[src/sv/lapm_pkg.sv]
// ----------------------------------------------------------------------------
// lapm_pkg
// Shared types and constants for the landing abort persistence monitor.
// ----------------------------------------------------------------------------
package lapm_pkg;

  typedef enum logic [2:0] {
    CMD_TARGET = 3'd0,
    CMD_NAV    = 3'd1,
    CMD_PATH   = 3'd2,
    CMD_GOTO   = 3'd3,
    CMD_LAND   = 3'd4,
    CMD_DYN    = 3'd5,
    CMD_TICK   = 3'd6
  } cmd_e_t;

  typedef enum logic [1:0] {
    RSN_NONE  = 2'd0,
    RSN_ALT   = 2'd1,
    RSN_CROSS = 2'd2,
    RSN_SLIP  = 2'd3
  } reason_t;

  localparam logic [1:0] CFG_ENABLED = 2'd0;
  localparam logic [1:0] CFG_VTOL    = 2'd1;
  localparam logic [1:0] CFG_HTOL    = 2'd2;
  localparam logic [1:0] CFG_STOL    = 2'd3;

  localparam int LEN_W   = 24;
  localparam int ANG_W   = 16;
  localparam int LTOL_W  = 11;
  localparam int ATOL_W  = 15;
  localparam int CFG_W   = 15;
  localparam int WP_W    = 8;
  localparam int IN_W    = 128;
  localparam int OUT_W   = 16;

  localparam int OFS_TGT    = 0;
  localparam int OFS_REF    = 24;
  localparam int OFS_DOWN   = 48;
  localparam int OFS_HDG    = 72;
  localparam int OFS_COURSE = 88;
  localparam int OFS_CROSS  = 104;

  localparam logic [WP_W-1:0] WP_ABORT = 8'd3;

  localparam logic [LTOL_W-1:0] VTOL_RST = 11'd256;
  localparam logic [LTOL_W-1:0] HTOL_RST = 11'd256;
  localparam logic [ATOL_W-1:0] STOL_RST = 15'd8192;

  typedef struct packed {
    logic eval;
    logic clear;
  } det_ctl_t;

endpackage

[src/sv/lapm_persist.sv]
// ----------------------------------------------------------------------------
// lapm_persist
// One persistence detector: flags when the new magnitude and every stored
// magnitude are at or above the tolerance; history shifts on each eval.
// ----------------------------------------------------------------------------
module lapm_persist #(
  parameter int W     = 24,
  parameter int TOL_W = 11,
  parameter int DEPTH = 4
) (
  input  logic                clk,
  input  logic                rst_n,
  input  lapm_pkg::det_ctl_t  ctl,
  input  logic [W-1:0]        cur,
  input  logic [TOL_W-1:0]    tol,
  output logic                flag_nxt,
  output logic                flag
);

  logic [W-1:0] hist_r [DEPTH];
  logic [W-1:0] tol_ext;
  logic         hit;
  logic         flag_r;

  assign tol_ext = {{(W-TOL_W){1'b0}}, tol};

  always_comb begin
    hit = (cur >= tol_ext);
    for (int i = 0; i < DEPTH; i++) begin
      if (hist_r[i] < tol_ext) begin
        hit = 1'b0;
      end
    end
  end

  always_comb begin
    flag_nxt = flag_r;
    if (ctl.clear) begin
      flag_nxt = 1'b0;
    end else if (ctl.eval) begin
      flag_nxt = hit;
    end
  end

  always_ff @(posedge clk) begin
    if (!rst_n || ctl.clear) begin
      flag_r <= 1'b0;
      for (int i = 0; i < DEPTH; i++) begin
        hist_r[i] <= '0;
      end
    end else if (ctl.eval) begin
      flag_r    <= hit;
      hist_r[0] <= cur;
      for (int i = 1; i < DEPTH; i++) begin
        hist_r[i] <= hist_r[i-1];
      end
    end
  end

  assign flag = flag_r;

endmodule

[src/sv/landing_abort_persistence_monitor.sv]
// ----------------------------------------------------------------------------
// landing_abort_persistence_monitor
// Altitude, cross-track and sideslip persistence monitor with waypoint
// tracking; requests an evasive plan on a tick at the abort waypoint.
// ----------------------------------------------------------------------------
//  channel | dir | ports                          | payload
//  in      | in  | in_tvalid/in_tready            | tuser cmd, tdata 128 b
//  out     | out | out_tvalid/out_tready          | tdata 16 b
//  cfg     | in  | cfg_valid/cfg_ready            | cfg_addr, cfg_data
//
//  One beat per cycle sustained while out_tready is high; each input beat
//  passes the input register, then the result register, to its result beat.
//  Synchronous active-low reset clears control state and all detectors.
//  An output stall holds the result; the input register still takes one
//  beat while the result waits.
// ----------------------------------------------------------------------------
module landing_abort_persistence_monitor #(
  parameter int PERSIST_SAMPLES = 5
) (
  input  logic                        clk,
  input  logic                        rst_n,
  input  logic                        in_tvalid,
  output logic                        in_tready,
  // [2:0] cmd
  input  logic [2:0]                  in_tuser,
  // [23:0] target_height, [47:24] ref_height, [71:48] down_position,
  // [87:72] heading, [103:88] course, [127:104] cross_track
  input  logic [lapm_pkg::IN_W-1:0]   in_tdata,
  output logic                        out_tvalid,
  input  logic                        out_tready,
  // [0] evasive, [2:1] reason, [10:3] waypoint_index, [13:11] error_flags
  output logic [lapm_pkg::OUT_W-1:0]  out_tdata,
  input  logic                        cfg_valid,
  output logic                        cfg_ready,
  input  logic [1:0]                  cfg_addr,
  input  logic [lapm_pkg::CFG_W-1:0]  cfg_data
);

  localparam int DEPTH = PERSIST_SAMPLES - 1;
  localparam int LW = lapm_pkg::LEN_W;
  localparam int AW = lapm_pkg::ANG_W;

  // config
  logic                          enabled_r;
  logic [lapm_pkg::LTOL_W-1:0]   vtol_r;
  logic [lapm_pkg::LTOL_W-1:0]   htol_r;
  logic [lapm_pkg::ATOL_W-1:0]   stol_r;

  assign cfg_ready = 1'b1;

  always_ff @(posedge clk) begin
    if (!rst_n) begin
      enabled_r <= 1'b0;
      vtol_r    <= lapm_pkg::VTOL_RST;
      htol_r    <= lapm_pkg::HTOL_RST;
      stol_r    <= lapm_pkg::STOL_RST;
    end else if (cfg_valid) begin
      case (cfg_addr)
        lapm_pkg::CFG_ENABLED: enabled_r <= cfg_data[0];
        lapm_pkg::CFG_VTOL:    vtol_r    <= cfg_data[lapm_pkg::LTOL_W-1:0];
        lapm_pkg::CFG_HTOL:    htol_r    <= cfg_data[lapm_pkg::LTOL_W-1:0];
        lapm_pkg::CFG_STOL:    stol_r    <= cfg_data[lapm_pkg::ATOL_W-1:0];
        default: ;
      endcase
    end
  end

  // input register
  logic                          s1_valid_r;
  lapm_pkg::cmd_e_t              s1_cmd_r;
  logic [lapm_pkg::IN_W-1:0]     s1_data_r;
  logic                          out_valid_r;
  logic [lapm_pkg::OUT_W-1:0]    out_data_r;
  logic                          proc;
  logic                          in_acc;

  assign proc      = s1_valid_r && (!out_valid_r || out_tready);
  assign in_tready = !s1_valid_r || proc;
  assign in_acc    = in_tvalid && in_tready;

  always_ff @(posedge clk) begin
    if (!rst_n) begin
      s1_valid_r <= 1'b0;
    end else if (in_acc) begin
      s1_valid_r <= 1'b1;
    end else if (proc) begin
      s1_valid_r <= 1'b0;
    end
  end

  always_ff @(posedge clk) begin
    if (in_acc) begin
      s1_cmd_r  <= lapm_pkg::cmd_e_t'(in_tuser);
      s1_data_r <= in_tdata;
    end
  end

  // field extraction
  logic [LW-1:0] f_tgt, f_ref, f_down, f_cross;
  logic [AW-1:0] f_hdg, f_course;

  assign f_tgt    = s1_data_r[lapm_pkg::OFS_TGT    +: LW];
  assign f_ref    = s1_data_r[lapm_pkg::OFS_REF    +: LW];
  assign f_down   = s1_data_r[lapm_pkg::OFS_DOWN   +: LW];
  assign f_hdg    = s1_data_r[lapm_pkg::OFS_HDG    +: AW];
  assign f_course = s1_data_r[lapm_pkg::OFS_COURSE +: AW];
  assign f_cross  = s1_data_r[lapm_pkg::OFS_CROSS  +: LW];

  // height state and magnitudes
  logic [LW-1:0] alt_r;
  logic [LW:0]   alt_err_w, alt_new_w;
  logic [LW-1:0] alt_err, alt_new;
  logic [LW-1:0] alt_mag, cross_mag;
  logic [AW-1:0] slip_diff, slip_mag;

  function automatic logic [LW-1:0] sat_len(input logic [LW:0] v);
    logic [LW-1:0] r;
    if (v[LW] != v[LW-1]) begin
      r = v[LW] ? {1'b1, {(LW-1){1'b0}}} : {1'b0, {(LW-1){1'b1}}};
    end else begin
      r = v[LW-1:0];
    end
    return r;
  endfunction

  assign alt_err_w = {f_tgt[LW-1], f_tgt} - {alt_r[LW-1], alt_r};
  assign alt_err   = sat_len(alt_err_w);
  assign alt_mag   = alt_err[LW-1] ? (~alt_err + 1'b1) : alt_err;
  assign alt_new_w = {f_ref[LW-1], f_ref} - {f_down[LW-1], f_down};
  assign alt_new   = sat_len(alt_new_w);
  assign slip_diff = f_course - f_hdg;
  assign slip_mag  = slip_diff[AW-1] ? (~slip_diff + 1'b1) : slip_diff;
  assign cross_mag = f_cross[LW-1] ? (~f_cross + 1'b1) : f_cross;

  logic is_tgt, is_nav, is_path, is_goto, is_land, is_dyn, is_tick;

  assign is_tgt  = proc && (s1_cmd_r == lapm_pkg::CMD_TARGET);
  assign is_nav  = proc && (s1_cmd_r == lapm_pkg::CMD_NAV);
  assign is_path = proc && (s1_cmd_r == lapm_pkg::CMD_PATH);
  assign is_goto = proc && (s1_cmd_r == lapm_pkg::CMD_GOTO);
  assign is_land = proc && (s1_cmd_r == lapm_pkg::CMD_LAND);
  assign is_dyn  = proc && (s1_cmd_r == lapm_pkg::CMD_DYN);
  assign is_tick = proc && (s1_cmd_r == lapm_pkg::CMD_TICK);

  always_ff @(posedge clk) begin
    if (!rst_n) begin
      alt_r <= '0;
    end else if (is_nav) begin
      alt_r <= alt_new;
    end
  end

  // detectors
  lapm_pkg::det_ctl_t alt_ctl, cross_ctl, slip_ctl;
  logic alt_flag_nxt, cross_flag_nxt, slip_flag_nxt;
  logic alt_flag, cross_flag, slip_flag;

  assign alt_ctl   = '{eval: is_tgt,  clear: is_land};
  assign cross_ctl = '{eval: is_path, clear: is_land};
  assign slip_ctl  = '{eval: is_nav,  clear: is_land};

  lapm_persist #(.W(LW), .TOL_W(lapm_pkg::LTOL_W), .DEPTH(DEPTH)) u_alt (
    .clk, .rst_n, .ctl(alt_ctl), .cur(alt_mag), .tol(vtol_r),
    .flag_nxt(alt_flag_nxt), .flag(alt_flag)
  );

  lapm_persist #(.W(LW), .TOL_W(lapm_pkg::LTOL_W), .DEPTH(DEPTH)) u_cross (
    .clk, .rst_n, .ctl(cross_ctl), .cur(cross_mag), .tol(htol_r),
    .flag_nxt(cross_flag_nxt), .flag(cross_flag)
  );

  lapm_persist #(.W(AW), .TOL_W(lapm_pkg::ATOL_W), .DEPTH(DEPTH)) u_slip (
    .clk, .rst_n, .ctl(slip_ctl), .cur(slip_mag), .tol(stol_r),
    .flag_nxt(slip_flag_nxt), .flag(slip_flag)
  );

  // waypoint tracking
  logic [lapm_pkg::WP_W-1:0] wp_r, wp_nxt;
  logic first_r, first_nxt, dyn_r, dyn_nxt;

  always_comb begin
    wp_nxt    = wp_r;
    first_nxt = first_r;
    dyn_nxt   = dyn_r;
    if (is_goto) begin
      if (first_r) begin
        wp_nxt    = '0;
        first_nxt = 1'b0;
      end else if (dyn_r) begin
        dyn_nxt = 1'b0;
        wp_nxt  = wp_r - 1'b1;
      end else begin
        wp_nxt = wp_r + 1'b1;
      end
    end
    if (is_land) begin
      wp_nxt    = '0;
      first_nxt = 1'b1;
    end
    if (is_dyn) begin
      dyn_nxt = 1'b1;
    end
  end

  always_ff @(posedge clk) begin
    if (!rst_n) begin
      wp_r    <= '0;
      first_r <= 1'b1;
      dyn_r   <= 1'b0;
    end else begin
      wp_r    <= wp_nxt;
      first_r <= first_nxt;
      dyn_r   <= dyn_nxt;
    end
  end

  // evasion decision
  lapm_pkg::reason_t reason;
  logic evasive;

  always_comb begin
    reason = lapm_pkg::RSN_NONE;
    if (is_tick && enabled_r && (wp_r == lapm_pkg::WP_ABORT)) begin
      if (alt_flag) begin
        reason = lapm_pkg::RSN_ALT;
      end else if (cross_flag) begin
        reason = lapm_pkg::RSN_CROSS;
      end else if (slip_flag) begin
        reason = lapm_pkg::RSN_SLIP;
      end
    end
  end

  assign evasive = (reason != lapm_pkg::RSN_NONE);

  // result register
  always_ff @(posedge clk) begin
    if (!rst_n) begin
      out_valid_r <= 1'b0;
    end else if (proc) begin
      out_valid_r <= 1'b1;
    end else if (out_tready) begin
      out_valid_r <= 1'b0;
    end
  end

  always_ff @(posedge clk) begin
    if (proc) begin
      out_data_r <= {2'b00, slip_flag_nxt, cross_flag_nxt, alt_flag_nxt,
                     wp_nxt, reason, evasive};
    end
  end

  assign out_tvalid = out_valid_r;
  assign out_tdata  = out_data_r;

`ifndef NO_ASSERTIONS
  a_land_clears: assert property (@(posedge clk) disable iff (!rst_n)
    is_land |=> (out_tdata[13:3] == '0))
    else $error("land plan left flags or waypoint set");

  a_evasive_reason: assert property (@(posedge clk) disable iff (!rst_n)
    (out_valid_r && out_tdata[0]) |-> (out_tdata[2:1] != lapm_pkg::RSN_NONE))
    else $error("evasive without a reason");

  a_evasive_wp: assert property (@(posedge clk) disable iff (!rst_n)
    (out_valid_r && out_tdata[0]) |-> (out_tdata[10:3] == lapm_pkg::WP_ABORT))
    else $error("evasive away from abort waypoint");

  a_stall_holds_stage: assert property (@(posedge clk) disable iff (!rst_n)
    !in_tready |-> (s1_valid_r && out_valid_r && !out_tready))
    else $error("input stalled without a pending result");
`endif

endmodule
[config.mk]
export PLATFORM = sky130hd
export DESIGN_NAME = landing_abort_persistence_monitor
export DESIGN_NICKNAME = d
export VERILOG_FILES = /design/src/sv/lapm_pkg.sv /design/src/sv/lapm_persist.sv /design/src/sv/landing_abort_persistence_monitor.sv
export SDC_FILE = /design/constraint.sdc
export NUM_CORES = 1
export LEC_CHECK = 0
export ABC_AREA = 0
export BUFFER_PORTS_ARGS = -buffer_cell sky130_fd_sc_hd__clkbuf_2
export CAP_MARGIN = 30
export CORE_MARGIN = 2
export CORE_UTILIZATION = 60
export CTS_CLUSTER_SIZE = 40
export DETAILED_ROUTE_END_ITERATION = 8
export PLACE_DENSITY = 0.88
export SETUP_SLACK_MARGIN = 0.4
export SYNTH_ARGS = -nofsm -noshare
export SYNTH_HDL_FRONTEND = slang
export SYNTH_HIERARCHICAL = 1
export SYNTH_SLANG_ARGS = --single-unit
export TNS_END_PERCENT = 50
[constraint.sdc]
create_clock -name clk -period 6.4 [get_ports clk]
set_input_delay 0.64 -clock clk [delete_from_list [all_inputs] [get_ports clk]]
set_output_delay 0.64 -clock clk [all_outputs]
set_load 0.005 [all_outputs]
## Yosys cells after proc, flatten, opt, wreduce, memory -nomap -nowiden

Memory sizes are Yosys's and may differ from the RTL's.
Cells that the tools add are included.
W data, S select, Z words.

- Register bits: 222
- RAM bits: 256
- Output and inout bits: 19
- Word-level logic and storage cells: 161
- Memories: 3

- $add $sub $neg: 8
- Magnitude comparators: 15
- Eq/ne operators: 13
- Mux-type cells: 60
- Bitwise logic cells: 16
- Reduce and logical (&&, ||, !) cells: 29

Memory list:

| memory | words | width | read ports | clocked after Yosys merged registers in | wr ports | line | text |
|---|---|---|---|---|---|---|---|
| u_alt.hist_r | 4 | 24 | 4 | 0 | 4 | lapm_persist.sv:20 | `logic [W-1:0] hist_r [DEPTH];` |
| u_cross.hist_r | 4 | 24 | 4 | 0 | 4 | lapm_persist.sv:20 |  |
| u_slip.hist_r | 4 | 16 | 4 | 0 | 4 | lapm_persist.sv:20 |  |

Operator list:

| cell | count |
|---|---|
| $mux W24 | 14 |
| $lt A24 B11 Y1 | 8 |
| $mux W16 | 5 |
| $lt A16 B15 Y1 | 4 |
| $sub A24 B24 Y25 | 2 |
| $add A24 B1 Y24 const B | 2 |
| $ge A24 B11 Y1 | 2 |
| $not A24 Y24 | 2 |
| $mux W1 | 33 |
| $mux W8 | 4 |
| $add A16 B1 Y16 const B | 1 |
| $ge A16 B15 Y1 | 1 |
| $not A16 Y16 | 1 |
| $sub A16 B16 Y16 | 1 |
| $or A1 B1 Y1 | 12 |
| $logic_and A1 B1 Y1 | 11 |
| $reduce_and A2 Y1 | 5 |
| $eq A3 B3 Y1 const B | 3 |
| $add A8 B1 Y8 const B | 1 |
| $eq A8 B2 Y1 const B | 1 |
| $mux W2 | 4 |
| $reduce_bool A2 Y1 | 4 |
| $sub A8 B1 Y8 const B | 1 |
| $eq A3 B2 Y1 const B | 2 |
| 11 further kinds | 17 |

## Depth between registers and ports, before layout

- Depth in word-level cells: 12
- Mapped depth: 24

## Hierarchy

The synthesis kept the hierarchy.

By module, submodules not included:

| module | instances | cells an instance | area an instance (µm²) | seq. area each (µm²) |
|---|---|---|---|---|
| landing_abort_persistence_monitor | 1 | 1,366 | 12,973.7 | 5,835.6 |
| lapm_persist (u_alt ...) | 2 | 379 | 4,942.2 | 2,902.8 |
| lapm_persist (u_slip) | 1 | 340 | 4,017.6 | 1,941.9 |

## Worst setup path before layout

Ideal clock, no wire load.

- Path type: input port to flip-flop
- From: input out_tready
- To: memory u_alt.hist_r[0][0] (enable)
- Arrival: 4.803 ns
- Required time: 5.929 ns
- Setup slack: 1.126 ns
- Cell stages on the path: 9
- Cells stage by stage: nand2b_1 nand2_1 inv_1 nand2_1 nor3_1 nor2b_1 clkbuf_1 clkbuf_1 nand2b_1

RTL lines:

| item | line | text |
|---|---|---|
| start: declaration | landing_abort_persistence_monitor.sv:30 | `input logic out_tready,` |
| end: declaration | lapm_persist.sv:20 |  |

## Final worst setup path

- From: register s1_data_r[0] in the netlist's numbering
- To: register out_data_r (netlist bit out_tdata[11]) (data pin)

- Word-level cells in the longest chain between the ends: 12
- Elaborated cells on any way between the ends: 13
- Those cells by class: 2 x add/sub; 1 x order compare; 1 x eq/ne; 8 x mux; 1 x bitwise

RTL lines:

| item | line | text |
|---|---|---|
| start: declaration | landing_abort_persistence_monitor.sv:71 | `logic [lapm_pkg::IN_W-1:0] s1_data_r;` |
| start signal: assignment | landing_abort_persistence_monitor.sv:94 | `s1_data_r <= in_tdata;` |
| $sub A24 B24 Y25 (*) | landing_abort_persistence_monitor.sv:126 | `assign alt_err_w = {f_tgt[LW-1], f_tgt} - {alt_r[LW-1], alt_r};` |
| $mux W24 / $ne A1 B1 Y1 (equally long branches) | landing_abort_persistence_monitor.sv:119, landing_abort_persistence_monitor.sv:118 |  |
| $mux W24 (*) | landing_abort_persistence_monitor.sv:118 | `if (v[LW] != v[LW-1]) begin` |
| via alt_err[0] | landing_abort_persistence_monitor.sv:112 | `logic [LW-1:0] alt_err, alt_new;` |
| $not A24 Y24 (*) | landing_abort_persistence_monitor.sv:128 | `assign alt_mag = alt_err[LW-1] ? (~alt_err + 1'b1) : alt_err;` |
| $add A24 B1 Y24 (*) | landing_abort_persistence_monitor.sv:128 |  |
| $mux W24 (*) | landing_abort_persistence_monitor.sv:128 |  |
| via alt_mag[14] | landing_abort_persistence_monitor.sv:113 | `logic [LW-1:0] alt_mag, cross_mag;` |
| $ge A24 B11 Y1 (*) | lapm_persist.sv:28 | `hit = (cur >= tol_ext);` |
| $mux W1 (*) (4 in a row) | lapm_persist.sv:30 | `if (hist_r[i] < tol_ext) begin` |
| $mux W1 (*) | n/a |  |
| end signal: assignment | landing_abort_persistence_monitor.sv:249 | `out_data_r <= {2'b00, slip_flag_nxt, cross_flag_nxt, alt_flag_nxt,` |
| end: declaration | landing_abort_persistence_monitor.sv:73 | `logic [lapm_pkg::OUT_W-1:0] out_data_r;` |

Mark *: on every way through the listed nets, which the timed path passes. The rest lies on a longest branch.
A chain may end at the register's enable or synchronous reset.

==> qor.yml <==
outcome:
  outcome: "completed"
global_route:
  grt_busiest_layer: "met2"
  grt_use_met3_pct: 3.608
  use_met2_pct: 44.75
  grt_overflow_total: 0
  grt_max_degree: 102
  antenna_found_initial: 0
  grt_use_met1_pct: 33.37
  grt_usage_pct: 25.94
  grt_pass1_vias: 19439
  grt_pass1_wl_um: 97590
floorplan:
  start_util_pct: 60.78
  die_h_um: 215.6
  io_pins: 172
  die_x_um: 215.6
  placementRows: 77
  die-area_um2: 46500
  core_area_um2: 44220
synth:
  synth_flop_cell: "edfxtp_1"
  synth_async_sr_flop_share_pct: 0
  netlist_area_um2: 26880
  seq_area_frac_synth_pct: 50.54
  avgSynthCellArea_um2: 10.91
  ys_ff_latch: 478
  yosysTopAreaCell: "edfxtp_1"
  synth_cells: 2464
  synth.distinct_cells: 94
  synth-edff-count: 401
  yosysWarnings: 6
  yosysTopAreaCellShare_pct: 44.80
  synth_area_leaders: "edfxtp_1, ha_1, and3_1"
cells_and_area:
  regArea_um2: 13580
  antenna-diode-count: 0
  drive_gt1_share_pct: 11.60
  utilization_pct: 67.26
  mostFrequentLayoutCells: "edfxtp_1, and3_1, ha_1, clkbuf_2, nand2_1"
  multi_input_area_um2: 12400
  layout_commonest_cell: "edfxtp_1"
  fillers: 3149
  nets: 3000
  syn_to_final_growth_pct: 10.68
timing:
  finalSetupViolations: 0
  final.period_utilization_pct: 86.57
  fin_skew_ns: 0.009447
  fin_ws_ns: 0.8597
  slew_violations: 0
  worst_pin_slew_ns: 0.9128
  hold_viol_final: 0
  fmax_mhz: 180.5
  rsz0062_at_grt: "false"
  min_period_ns: 5.540
  max_slew_margin_pct: 39.15
  tns_ns: 0
min_path:
  hp-class: "input port to flip-flop"
  hold_start: "in_tuser[0]"
  hold_end: "s1_cmd_r[0]"
  whs_path_depth: 1
worst_setup_path:
  crit_type: "flip-flop to flip-flop"
  cpMostUsedCell: "inv_1"
  reg2regPathDepth: 22
  rrSetupSlack_ns: 0.86
  cp_data_required_time_ns: 6.74
  cp_cell_sequence: "inv_1, ha_1, fa_1, nand2b_1, a21o_1, a211oi_1, o21ai_1, a21oi_1, o21a_1, nand2_1, a21oi_1, inv_1, ha_1, inv_1, a211oi_1, a22oi_1, mux2i_1, a22oi_1, nor4_1, nand4_1, o2111ai_2, o21ai_1"
  arrival_ns: 5.88
  cp-start-kind: "flip-flop"
  endpoint_kind: "flip-flop"
  slowest_stage: "a211oi_1"
  r2r-end: "out_tdata[11]"
  timing.rr.start: "s1_data_r[0]"
  crit_fanout: 15
  max_stage_delay_ns: 0.44
power_and_ir_drop:
  comb_power_share_pct: 16.6
  seqPwrFrac_pct: 48.5
  swShare_pct: 26.76
  clkPwrFrac_pct: 34.9
  ir_worst_vdd_mv: 0.2314
  powerDensity_nw_per_um2: 249.4
  p_leak_nw: 12.46
  power_switching_mw: 1.985
  intPower_mw: 5.433
  p_total_mw: 7.418
clock_tree:
  cts_made_buffers: 48
  cts_tree: "built"
  clock_path_buffers: 3
  htreeDepth: 2
  post_cts_buffers: 0
  cts_hold_buf: 0
  clock-sinks: 478
  clk_pin_slew_ns: 0.06
  root_buffer: "clkbuf_16"
  cts_resized: 0
  clock_latency_ns: 0.59
route:
  drtIter0Drc: 1704
  firstDrtPassIters: 8
  wl_um: 61360
  routedWlPerCell_um: 19.00
  drc: 0
  vias_per_cell: 6.176
  ant_nets: 0
  vias: 19941
placed_design:
  place.gp.congestion: 0.8970
  portBuffers: 168
  dp_hpwl_um: 44080
  pre_cts_slack_ns: 1.043
job:
  cap_viol_max_count: 0
[kinds of logic (layout without fill, tap and decap cells)]
kind of cell	count (synthesis)	count (layout)	synth area share, %
xor gates and xnor gates	87	87	2.863
and+or+nand+nor	848	848	17.33
adders and majority gates	250	250	11.74
AOI/OAI and AO/OA	543	543	13.64
other	2	3	0.02794
DFF	478	478	50.54
buffers and inverters	248	420	3.547
muxes	8	8	0.3119
[worst max-delay path by stage]
stage                              end  depth (start not counted)  slack [ns]           from
floorplan           u_alt/hist_r[0][0]                          9        1.13     out_tready
global placement         out_tdata[11]                         20        1.24  s1_data_r[10]
detailed placement       out_tdata[11]                         22        1.04   s1_data_r[0]
CTS                      out_tdata[11]                         22        0.97   s1_data_r[0]
global route             out_tdata[11]                         22        0.58   s1_data_r[0]
finish                   out_tdata[11]                         22        0.86   s1_data_r[0]
[registers in the layout, indices dropped and copies added, names as in the netlist, 3 cells and up]
signal / count
alt_r: 24
u_cross/hist_r: 96
vtol_r: 11
wp_r: 8
u_alt/hist_r: 96
out_tdata: 14
stol_r: 15
s1_cmd_r: 3
s1_data_r: 128
u_slip/hist_r: 64
htol_r: 11
[worst max-delay path: cells and delay by family, from the launching register on]
family                   cells  cell delay, ns
AO/OA/AOI/OAI               11            2.44
adder cells (fa/ha/maj)      3            1.03
AND/OR/NAND/NOR              4            0.83
buffers and inverters        3            0.39
flip-flops                   1            0.34
multiplexers                 1            0.25
[routing by layer]
metal | wire length [um] | share of wire, % | up-vias
met3 | 3648 | 5.9 | 167
li1 | - | - | 9578
met4 | 2230 | 3.6 | 0
met5 | 0 | 0 | -
met2 | 30400 | 50 | 721
met1 | 25080 | 41 | 9475
[per-stage QoR]
stage	instances	hold WS [ns]	instance area, um2
floorplan	2465	0.4405	26880
global placement	3137	0.4524	28240
detailed placement	3139	0.4588	28290
CTS	3228	0.1990	29720
global route	3229	0.2105	29740
finish	3229	0.2245	29740
[power groups by stage]
| stage | Clock (mW) | Sequential (mW) | Combinational [mW] |
|---|---|---|---|
| 6_report | 2.59 | 3.60 | 1.23 |
| 5_1_grt | 2.75 | 3.61 | 1.37 |
| 4_1_cts | 2.63 | 3.60 | 1.21 |
| 3_5_place_dp | 0 | 3.66 | 1.19 |
| 3_3_place_gp | 0 | 3.65 | 1.13 |
| 2_1_floorplan | 0 | 3.65 | 0.866 |
[cell usage after synthesis, drive strengths merged (21+ instances only)]
library cell	number
a21o	24
nand2b	31
clkbuf	99
o211ai	21
a211oi	32
a21oi	133
nand2	163
ha	245
nor4	44
inv	141
dfxtp	77
nand3	39
and3	272
xnor2	67
edfxtp	401
nor2	120
nor3	38
a21boi	39
nand4	26
o21a	21
o21ai	131
[final cells by class]
type	instances	area share [%]
Clock buffer	66	4.404
Clock inverter	23	0.4122
Inverter	142	1.792
Multi-Input combinational cell	1739	41.70
Sequential cell	478	45.67
Tap cell	592	2.490
Timing Repair Buffer	189	3.533
Power figures use the tool's default switching activity.
